**config.mk**
```make
export PLATFORM = sky130hd
export DESIGN_NAME = binary_min_heap_queue
export DESIGN_NICKNAME = d
export VERILOG_FILES = /design/src/design/bmhq_pkg.sv /design/src/design/bmhq_dp.sv /design/src/design/bmhq_ctrl.sv /design/src/design/binary_min_heap_queue.sv
export SDC_FILE = /design/constraint.sdc
export NUM_CORES = 2
export LEC_CHECK = 0
export BUFFER_PORTS_ARGS = -buffer_cell sky130_fd_sc_hd__buf_2
export CELL_PAD_IN_SITES_DETAIL_PLACEMENT = 1
export CELL_PAD_IN_SITES_GLOBAL_PLACEMENT = 2
export CORE_UTILIZATION = 45
export CTS_CLUSTER_SIZE = 10
export DETAILED_ROUTE_END_ITERATION = 10
export PLACE_DENSITY_LB_ADDON = 0.2
export SYNTH_ARGS = -nofsm -noshare
export SYNTH_HDL_FRONTEND = slang
export SYNTH_SLANG_ARGS = --single-unit
```
**constraint.sdc**
```tcl
create_clock -name i_clk -period 8.9 [get_ports i_clk]
set_clock_uncertainty 0.05 [all_clocks]
set_input_delay 1.78 -clock i_clk [delete_from_list [all_inputs] [get_ports i_clk]]
set_output_delay 1.78 -clock i_clk [all_outputs]
set_load 0.005 [all_outputs]
```
**src/design/bmhq_pkg.sv**
```systemverilog
// Package for the binary min-heap queue: payload structs, status codes,
// controller states and the command/status structs between controller and datapath.
// Depends on nothing.
package bmhq_pkg;

    // Default number of heap entries.
    localparam int HqCapacity = 64;

    // Result status codes.
    localparam logic [1:0] STAT_OK    = 2'd0;
    localparam logic [1:0] STAT_EMPTY = 2'd1;
    localparam logic [1:0] STAT_FULL  = 2'd2;

    // Request codes.
    localparam logic REQ_INSERT  = 1'b0;
    localparam logic REQ_EXTRACT = 1'b1;

    typedef struct packed {
        logic               req_type;
        logic signed [31:0] key_in;
    } t_hq_in;

    typedef struct packed {
        logic [1:0]         status;
        logic signed [31:0] extracted_key;
        logic [6:0]         entry_count;
        logic               min_valid;
        logic signed [31:0] current_min;
    } t_hq_out;

    typedef enum logic [3:0] {
        S_IDLE,
        S_UP_RD,
        S_UP_CMP,
        S_LAST_RD,
        S_LAST_GET,
        S_DN_RDL,
        S_DN_RDR,
        S_DN_CMP,
        S_DONE
    } t_hq_state;

    // Read address selection for the heap memory.
    typedef enum logic [1:0] {
        RD_PARENT,
        RD_LAST,
        RD_LEFT,
        RD_RIGHT
    } t_hq_rd;

    typedef struct packed {
        logic   load_req;
        logic   set_empty;
        logic   set_full;
        logic   start_ins;
        logic   start_ext;
        t_hq_rd rd_sel;
        logic   wr_key;
        logic   up_swap;
        logic   take_last;
        logic   take_left;
        logic   dn_swap;
        logic   load_out;
    } t_hq_cmd;

    typedef struct packed {
        logic empty;
        logic full;
        logic pos_zero;
        logic count_zero;
        logic up_less;
        logic left_in;
        logic dn_less;
        logic out_free;
    } t_hq_sts;

endpackage

```
**src/design/bmhq_dp.sv**
```systemverilog
// Datapath of the binary min-heap queue: heap memory, entry count, sift
// position, moving key, root copy and the result register.
// Depends on bmhq_pkg.
module bmhq_dp #(
    parameter int CAPACITY = bmhq_pkg::HqCapacity
) (
    input  logic              i_clk,
    input  logic              i_rst_n,
    input  bmhq_pkg::t_hq_in  i_in_data,
    input  bmhq_pkg::t_hq_cmd i_cmd,
    output bmhq_pkg::t_hq_sts o_sts,
    input  logic              i_out_ready,
    output logic              o_out_valid,
    output bmhq_pkg::t_hq_out o_out_data
);
    import bmhq_pkg::*;

    localparam int AW = $clog2(CAPACITY);
    localparam int CW = $clog2(CAPACITY + 1);
    localparam int XW = AW + 2;
    localparam logic [CW-1:0] CapCount = CW'(CAPACITY);

    logic signed [31:0] r_heap [CAPACITY];
    logic signed [31:0] r_rd_data;
    logic [CW-1:0]      r_count;
    logic [AW-1:0]      r_pos;
    logic signed [31:0] r_key;
    logic signed [31:0] r_left;
    logic signed [31:0] r_root;
    logic signed [31:0] r_taken;
    logic [1:0]         r_status;
    logic               r_out_valid;
    t_hq_out            r_out;

    logic [AW-1:0]      parent;
    logic [XW-1:0]      left_x;
    logic [XW-1:0]      right_x;
    logic [XW-1:0]      count_x;
    logic               left_in;
    logic               right_in;
    logic               pick_right;
    logic signed [31:0] pick_val;
    logic [AW-1:0]      pick_idx;
    logic [AW-1:0]      rd_addr;
    logic               wr_en;
    logic signed [31:0] wr_data;

    assign parent     = AW'((r_pos - 1'b1) >> 1);
    assign left_x     = {1'b0, r_pos, 1'b1};
    assign right_x    = left_x + 1'b1;
    assign count_x    = XW'(r_count);
    assign left_in    = left_x < count_x;
    assign right_in   = right_x < count_x;
    // Left child wins a tie; the right child counts only if it exists.
    assign pick_right = right_in && (r_rd_data < r_left);
    assign pick_val   = pick_right ? r_rd_data : r_left;
    assign pick_idx   = pick_right ? right_x[AW-1:0] : left_x[AW-1:0];

    always_comb begin
        case (i_cmd.rd_sel)
            RD_PARENT: rd_addr = parent;
            RD_LAST:   rd_addr = r_count[AW-1:0];
            RD_LEFT:   rd_addr = left_x[AW-1:0];
            RD_RIGHT:  rd_addr = right_in ? right_x[AW-1:0] : left_x[AW-1:0];
            default:   rd_addr = parent;
        endcase
    end

    assign wr_en   = i_cmd.wr_key | i_cmd.up_swap | i_cmd.dn_swap;
    assign wr_data = i_cmd.wr_key  ? r_key :
                     i_cmd.up_swap ? r_rd_data : pick_val;

    always_ff @(posedge i_clk) begin
        if (wr_en) begin
            r_heap[r_pos] <= wr_data;
        end
        r_rd_data <= r_heap[rd_addr];
    end

    // Entry count and result valid are the only control state.
    always_ff @(posedge i_clk) begin
        if (!i_rst_n) begin
            r_count     <= '0;
            r_out_valid <= 1'b0;
        end else begin
            if (i_cmd.start_ins) begin
                r_count <= r_count + 1'b1;
            end else if (i_cmd.start_ext) begin
                r_count <= r_count - 1'b1;
            end
            if (i_cmd.load_out) begin
                r_out_valid <= 1'b1;
            end else if (i_out_ready) begin
                r_out_valid <= 1'b0;
            end
        end
    end

    always_ff @(posedge i_clk) begin
        if (i_cmd.load_req) begin
            r_key    <= i_in_data.key_in;
            r_status <= i_cmd.set_full  ? STAT_FULL :
                        i_cmd.set_empty ? STAT_EMPTY : STAT_OK;
        end
        if (i_cmd.start_ext) begin
            r_taken <= r_root;
        end else if (i_cmd.load_req) begin
            r_taken <= '0;
        end
        if (i_cmd.start_ins) begin
            r_pos <= r_count[AW-1:0];
        end else if (i_cmd.take_last) begin
            r_pos <= '0;
        end else if (i_cmd.up_swap) begin
            r_pos <= parent;
        end else if (i_cmd.dn_swap) begin
            r_pos <= pick_idx;
        end
        if (i_cmd.take_last) begin
            r_key <= r_rd_data;
        end
        if (i_cmd.take_left) begin
            r_left <= r_rd_data;
        end
        // The root is mirrored so the current minimum needs no memory read.
        if (wr_en && (r_pos == '0)) begin
            r_root <= wr_data;
        end
    end

    always_ff @(posedge i_clk) begin
        if (i_cmd.load_out) begin
            r_out.status        <= r_status;
            r_out.extracted_key <= r_taken;
            r_out.entry_count   <= 7'(r_count);
            r_out.min_valid     <= (r_count != '0);
            r_out.current_min   <= (r_count != '0) ? r_root : '0;
        end
    end

    assign o_out_valid = r_out_valid;
    assign o_out_data  = r_out;

    assign o_sts.empty      = (r_count == '0);
    assign o_sts.full       = (r_count == CapCount);
    assign o_sts.pos_zero   = (r_pos == '0);
    assign o_sts.count_zero = (r_count == '0);
    assign o_sts.up_less    = (r_key < r_rd_data);
    assign o_sts.left_in    = left_in;
    assign o_sts.dn_less    = (pick_val < r_key);
    assign o_sts.out_free   = !r_out_valid || i_out_ready;

`ifndef SYNTH
    a_count_bound: assert property (@(posedge i_clk) disable iff (!i_rst_n)
        r_count <= CapCount)
        else $error("entry count exceeds capacity");

    a_write_in_heap: assert property (@(posedge i_clk) disable iff (!i_rst_n)
        wr_en |-> (XW'(r_pos) < count_x))
        else $error("heap write outside the occupied entries");

    a_count_hold: assert property (@(posedge i_clk) disable iff (!i_rst_n)
        (!i_cmd.start_ins && !i_cmd.start_ext) |=> (r_count == $past(r_count)))
        else $error("entry count changed without a transaction starting");
`endif

endmodule

```
**src/design/bmhq_ctrl.sv**
```systemverilog
// Controller of the binary min-heap queue: state machine that sequences
// request decode, sift-up, sift-down and result hand-off.
// Depends on bmhq_pkg.
module bmhq_ctrl (
    input  logic              i_clk,
    input  logic              i_rst_n,
    input  logic              i_in_valid,
    input  logic              i_req_type,
    output logic              o_in_ready,
    input  bmhq_pkg::t_hq_sts i_sts,
    output bmhq_pkg::t_hq_cmd o_cmd
);
    import bmhq_pkg::*;

    t_hq_state r_state;
    t_hq_state n_state;

    always_ff @(posedge i_clk) begin
        if (!i_rst_n) begin
            r_state <= S_IDLE;
        end else begin
            r_state <= n_state;
        end
    end

    always_comb begin
        n_state = r_state;
        o_cmd   = '0;
        o_cmd.rd_sel = RD_PARENT;
        case (r_state)
            S_IDLE: begin
                if (i_in_valid) begin
                    o_cmd.load_req = 1'b1;
                    if (i_req_type == REQ_INSERT) begin
                        if (i_sts.full) begin
                            o_cmd.set_full = 1'b1;
                            n_state = S_DONE;
                        end else begin
                            o_cmd.start_ins = 1'b1;
                            n_state = S_UP_RD;
                        end
                    end else begin
                        if (i_sts.empty) begin
                            o_cmd.set_empty = 1'b1;
                            n_state = S_DONE;
                        end else begin
                            o_cmd.start_ext = 1'b1;
                            n_state = S_LAST_RD;
                        end
                    end
                end
            end
            S_UP_RD: begin
                o_cmd.rd_sel = RD_PARENT;
                if (i_sts.pos_zero) begin
                    o_cmd.wr_key = 1'b1;
                    n_state = S_DONE;
                end else begin
                    n_state = S_UP_CMP;
                end
            end
            S_UP_CMP: begin
                if (i_sts.up_less) begin
                    o_cmd.up_swap = 1'b1;
                    n_state = S_UP_RD;
                end else begin
                    o_cmd.wr_key = 1'b1;
                    n_state = S_DONE;
                end
            end
            S_LAST_RD: begin
                o_cmd.rd_sel = RD_LAST;
                n_state = i_sts.count_zero ? S_DONE : S_LAST_GET;
            end
            S_LAST_GET: begin
                o_cmd.take_last = 1'b1;
                n_state = S_DN_RDL;
            end
            S_DN_RDL: begin
                o_cmd.rd_sel = RD_LEFT;
                if (!i_sts.left_in) begin
                    o_cmd.wr_key = 1'b1;
                    n_state = S_DONE;
                end else begin
                    n_state = S_DN_RDR;
                end
            end
            S_DN_RDR: begin
                o_cmd.take_left = 1'b1;
                o_cmd.rd_sel = RD_RIGHT;
                n_state = S_DN_CMP;
            end
            S_DN_CMP: begin
                if (i_sts.dn_less) begin
                    o_cmd.dn_swap = 1'b1;
                    n_state = S_DN_RDL;
                end else begin
                    o_cmd.wr_key = 1'b1;
                    n_state = S_DONE;
                end
            end
            S_DONE: begin
                if (i_sts.out_free) begin
                    o_cmd.load_out = 1'b1;
                    n_state = S_IDLE;
                end
            end
            default: begin
                n_state = S_IDLE;
            end
        endcase
    end

    assign o_in_ready = (r_state == S_IDLE);

`ifndef SYNTH
    a_busy_after_accept: assert property (@(posedge i_clk) disable iff (!i_rst_n)
        (i_in_valid && o_in_ready) |=> (r_state != S_IDLE))
        else $error("controller idle right after accepting a transaction");

    a_done_holds: assert property (@(posedge i_clk) disable iff (!i_rst_n)
        (r_state == S_DONE && !i_sts.out_free) |=> (r_state == S_DONE))
        else $error("result dropped while the output register was full");

    a_load_when_free: assert property (@(posedge i_clk) disable iff (!i_rst_n)
        o_cmd.load_out |-> i_sts.out_free)
        else $error("result register overwritten");
`endif

endmodule

```
**src/design/binary_min_heap_queue.sv**
```systemverilog
// Top level of the binary min-heap priority queue of signed 32-bit keys.
// Depends on bmhq_pkg, bmhq_ctrl and bmhq_dp.
//
// Usage: each input transaction is a request, either insert key_in or extract
// the minimum. Every request yields exactly one output transaction that carries
// a status, the extracted key, the entry count, and the new minimum.
// An extract on an empty heap reports the empty status; an insert into a full
// heap drops the key and reports the full status.
//
// Timing: one request at a time. The next request is accepted in the cycle after the result
// turns valid at the earliest. Rejected requests go straight to the result. An insert reads the
// parent and compares at each level that it climbs, and writes the key where it stops. An extract
// first reads the last entry as the key to move down from the root, then at each level that it
// descends reads the children and compares; an extract that empties the heap skips the descent.
// Each level needs a registered read of a parent or both children.
//
// Reset clears the entry count, the controller and the result valid; the
// heap memory itself is left as is, since entries at or above the count are
// never used. The result sits in an output register: while the receiver
// stalls, the block finishes its current request and then holds it until the
// register is free, and accepts no new request in the meantime.
module binary_min_heap_queue #(
    parameter int CAPACITY = bmhq_pkg::HqCapacity
) (
    input  logic              i_clk,
    input  logic              i_rst_n,
    input  logic              i_in_valid,
    output logic              o_in_ready,
    input  bmhq_pkg::t_hq_in  i_in_data,
    output logic              o_out_valid,
    input  logic              i_out_ready,
    output bmhq_pkg::t_hq_out o_out_data
);
    import bmhq_pkg::*;

    // Command and status structs are the only link between the two halves.
    t_hq_cmd cmd;
    t_hq_sts sts;

    bmhq_ctrl u_ctrl (
        .i_clk      (i_clk),
        .i_rst_n    (i_rst_n),
        .i_in_valid (i_in_valid),
        .i_req_type (i_in_data.req_type),
        .o_in_ready (o_in_ready),
        .i_sts      (sts),
        .o_cmd      (cmd)
    );

    bmhq_dp #(
        .CAPACITY (CAPACITY)
    ) u_dp (
        .i_clk       (i_clk),
        .i_rst_n     (i_rst_n),
        .i_in_data   (i_in_data),
        .i_cmd       (cmd),
        .o_sts       (sts),
        .i_out_ready (i_out_ready),
        .o_out_valid (o_out_valid),
        .o_out_data  (o_out_data)
    );

endmodule

```
==> flow_summary.ini <==
[synth]
yosys.cell_types.count = 71
synthTopCellsByArea = edfxtp_1 72%, nand2_1 8.0%, nand3_1 4.8%
synth-seq-area-share = 0.7331
synth_area_sq_um = 93700
synthArstFlopShare = 0
yosys_warnings = 0
syn_nets = 7354
yosys.area.top_type_share = 0.7237
synth_edf_count = 2258
netlist_instances = 7204
synth_area_leader_cell = edfxtp_1
syn_area_per_cell_sq_um = 13.01
ys_ff_latch = 2302
synthFlopType = edfxtp_1

[clocking]
cts_hold_buf = 0
cts_root_buf = clkbuf_16
cts_tree = built
htree_levels = 5
insertion_delay_ns = 0.94
path_clk_slew_ns = 0.06
cts_setup_buffers = 0
cts-buffers-inserted = 285
cts_resized = 0
cts_buffer_depth = 4
clock-sinks = 2302

[global_route]
grt-ovfl-total = 0
globalRouteTotalUtil = 0.2939
grt_antenna_before_repair = 18
grt_max_degree = 151
grt_pass1_vias = 62150
grt_pass1_wl_um = 444700

[min_path]
hold_class = flop to flop
min_to = u_dp.o_out_data[47]$_DFFE_PP_
worstHoldPathCells = 0
min-delay-start = u_dp.r_taken[7]$_SDFFCE_PN0P_

[cells_and_area]
drive_gt1_frac = 0.1126
nNetsFinal = 7541
final_common_cell = edfxtp_1
layout_common_cells = 2258 x edfxtp_1, 1992 x nand2_1, 901 x nand3_1, 296 x clkbuf_16, 215 x a21oi_1
fin_util = 0.5163
final_area_sq_um = 106900
fillCellCount = 20400
multi_input_area_sq_um = 23720
register_area_sq_um = 68690
area_delta_synth_final_pct = 14.11

[die]
core_region_area_sq_um = 207100
die_area_sq_um = 210000
io_pins = 113
rows = 167
die_w_um = 458.3
die_y_um = 458.3
start_util = 0.4525

[critical_path]
rr_worst_depth = 23
start_kind = flop
arrival_ns = 8.61
path_class = flop to flop
path_buf_inv = 4
crit_top_cell = a21o_1
slowest_delay_ns = 0.73
r2r_end = u_dp.r_heap[25][23]$_DFFE_PP_
critPathSlowestCell = edfxtp_1
critPathTopFamily = compound AO/OA/AOI/OAI gates
path_cells = inv_2 -> nor3_1 -> nand3_1 -> xnor2_1 -> ha_1 -> o211a_1 -> o31a_1 -> nor3b_1 -> mux2i_4 -> o21ai_0 -> ha_1 -> a21o_1 -> a21o_1 -> a21o_1 -> a21o_1 -> a22o_1 -> a21oi_1 -> a311oi_1 -> a311oi_4 -> buf_12 -> buf_4 -> mux2i_4 -> buf_4
worstPathRequired_ns = 9.48
crit_path_end_kind = flop
r2r-start = u_dp.r_pos[2]$_DFFE_PP_
r2r_slack_ns = 0.87
cp.depth = 23
critPathMaxFanout = 37

[routing]
vias = 61970
drtIter0Drc = 7070
drt_wl_total_um = 311200
wl_per_cell_um = 30.35
via_per_inst = 6.042
ant_nets = 0
drc = 0
dr.pass1.iters = 5

[sta]
hold_ws_ns = 0.3652
fin_crit_ns = 8.027
grt_setup_unrepaired = no
fmax_mhz = 124.6
final.setup.tns_ns = 0
hold_viol = 0
slew_viol_final = 0
tightest_slew_ns = 1.418
finalCritPeriodShare = 0.9019
setup_viol_count_final = 0
maxSlewHeadroom = 0.05008

[place]
dp_hpwl_um = 174600
post_dp_cell_area_sq_um = 99180
numPortBuffers = 112
gp_congestion = 0.8574

[status]
status = finished, final reports clean

[flow_run]
drv_cap = 0
==> metal layers <==
metal,vias up,track usage,part of all wire
li1,26600,-,-
met1,32550,0.4221,0.43
met2,2380,0.4608,0.46
met3,438,0.04439,0.074
met4,0,0.09272,0.031
met5,-,0,0
==> Yosys cell counts, types with 112 or more instances <==
cell type / number
a21oi_1: 215
a31oi_1: 136
and3_1: 126
buf_2: 153
clkbuf_1: 193
edfxtp_1: 2258
ha_1: 112
inv_1: 112
mux2i_1: 114
nand2_1: 1992
nand3_1: 901
nor2_1: 134
==> layout make-up <==
type / instances / share of cell area
Tap cell: 2788 / 0.03263
Multi-Input combinational cell: 4343 / 0.2218
Antenna cell: 9 / 0.0002106
Inverter: 115 / 0.004037
Sequential cell: 2302 / 0.6424
Clock buffer: 345 / 0.07138
Timing Repair Buffer: 344 / 0.02668
Clock inverter: 9 / 0.0007841
==> how the worst max path moves through the flow <==
stage,from,endpoint,slack [ns]
after floorplan,u_dp.r_pos[0]$_DFFE_PP_,u_dp.r_heap[0][10]$_DFFE_PP_,1.10
after global placement,u_dp.r_pos[2]$_DFFE_PP_,u_dp.r_heap[24][23]$_DFFE_PP_,1.10
after detailed placement,u_dp.r_pos[2]$_DFFE_PP_,u_dp.r_heap[25][23]$_DFFE_PP_,0.95
after CTS,u_dp.r_pos[2]$_DFFE_PP_,u_dp.r_heap[25][23]$_DFFE_PP_,0.93
after global routing,u_dp.r_pos[2]$_DFFE_PP_,u_dp.r_heap[25][23]$_DFFE_PP_,0.37
final,u_dp.r_pos[2]$_DFFE_PP_,u_dp.r_heap[25][23]$_DFFE_PP_,0.87
==> flip-flops by register name, summed over array words and instances, names as in the netlist <==
signal / count
u_dp.r_heap: 2048
u_dp.r_taken: 32
u_dp.r_key: 32
u_dp.r_pos: 6
u_dp.r_status: 2
u_dp.r_root: 32
u_dp.r_left: 32
u_ctrl.r_state: 4
u_dp.r_count: 7
u_dp.o_out_data: 74
u_dp.o_out_valid: 1
u_dp.r_rd_data: 32
==> per-stage QoR <==
| step | std cells | worst slack (ns) |
|---|---|---|
| finish | 10260 | 0.8731 |
| global route | 10250 | 0.3659 |
| CTS | 10250 | 0.9263 |
| detailed placement | 9892 | 0.9454 |
| global placement | 9892 | 1.098 |
| floorplan | 7204 | 1.096 |
==> worst reg2reg max path: cells and delay by family (launching register included) <==
family | cells | cell delay [ns]
adder cells (fa/ha/maj) | 2 | 0.69
buffers and inverters | 4 | 1.47
multiplexers | 2 | 1.02
flip-flops | 1 | 0.73
XOR/XNOR | 1 | 0.15
AO/OA/AOI/OAI | 11 | 2.89
AND/OR/NAND/NOR | 3 | 0.63
==> kinds of logic after synthesis <==
kind of cell,after synthesis,share of synthesized area
and+or+nand+nor,3347,0.1549
DFF,2302,0.7331
AOI/OAI and AO/OA,696,0.04879
buffers and inverters,559,0.02524
muxes,166,0.02083
adders and majority gates,113,0.01517
xor gates and xnor gates,21,0.001963
Power is not shown: default switching activity piles up to over one toggle a cycle in this logic, so the estimate is an artifact.
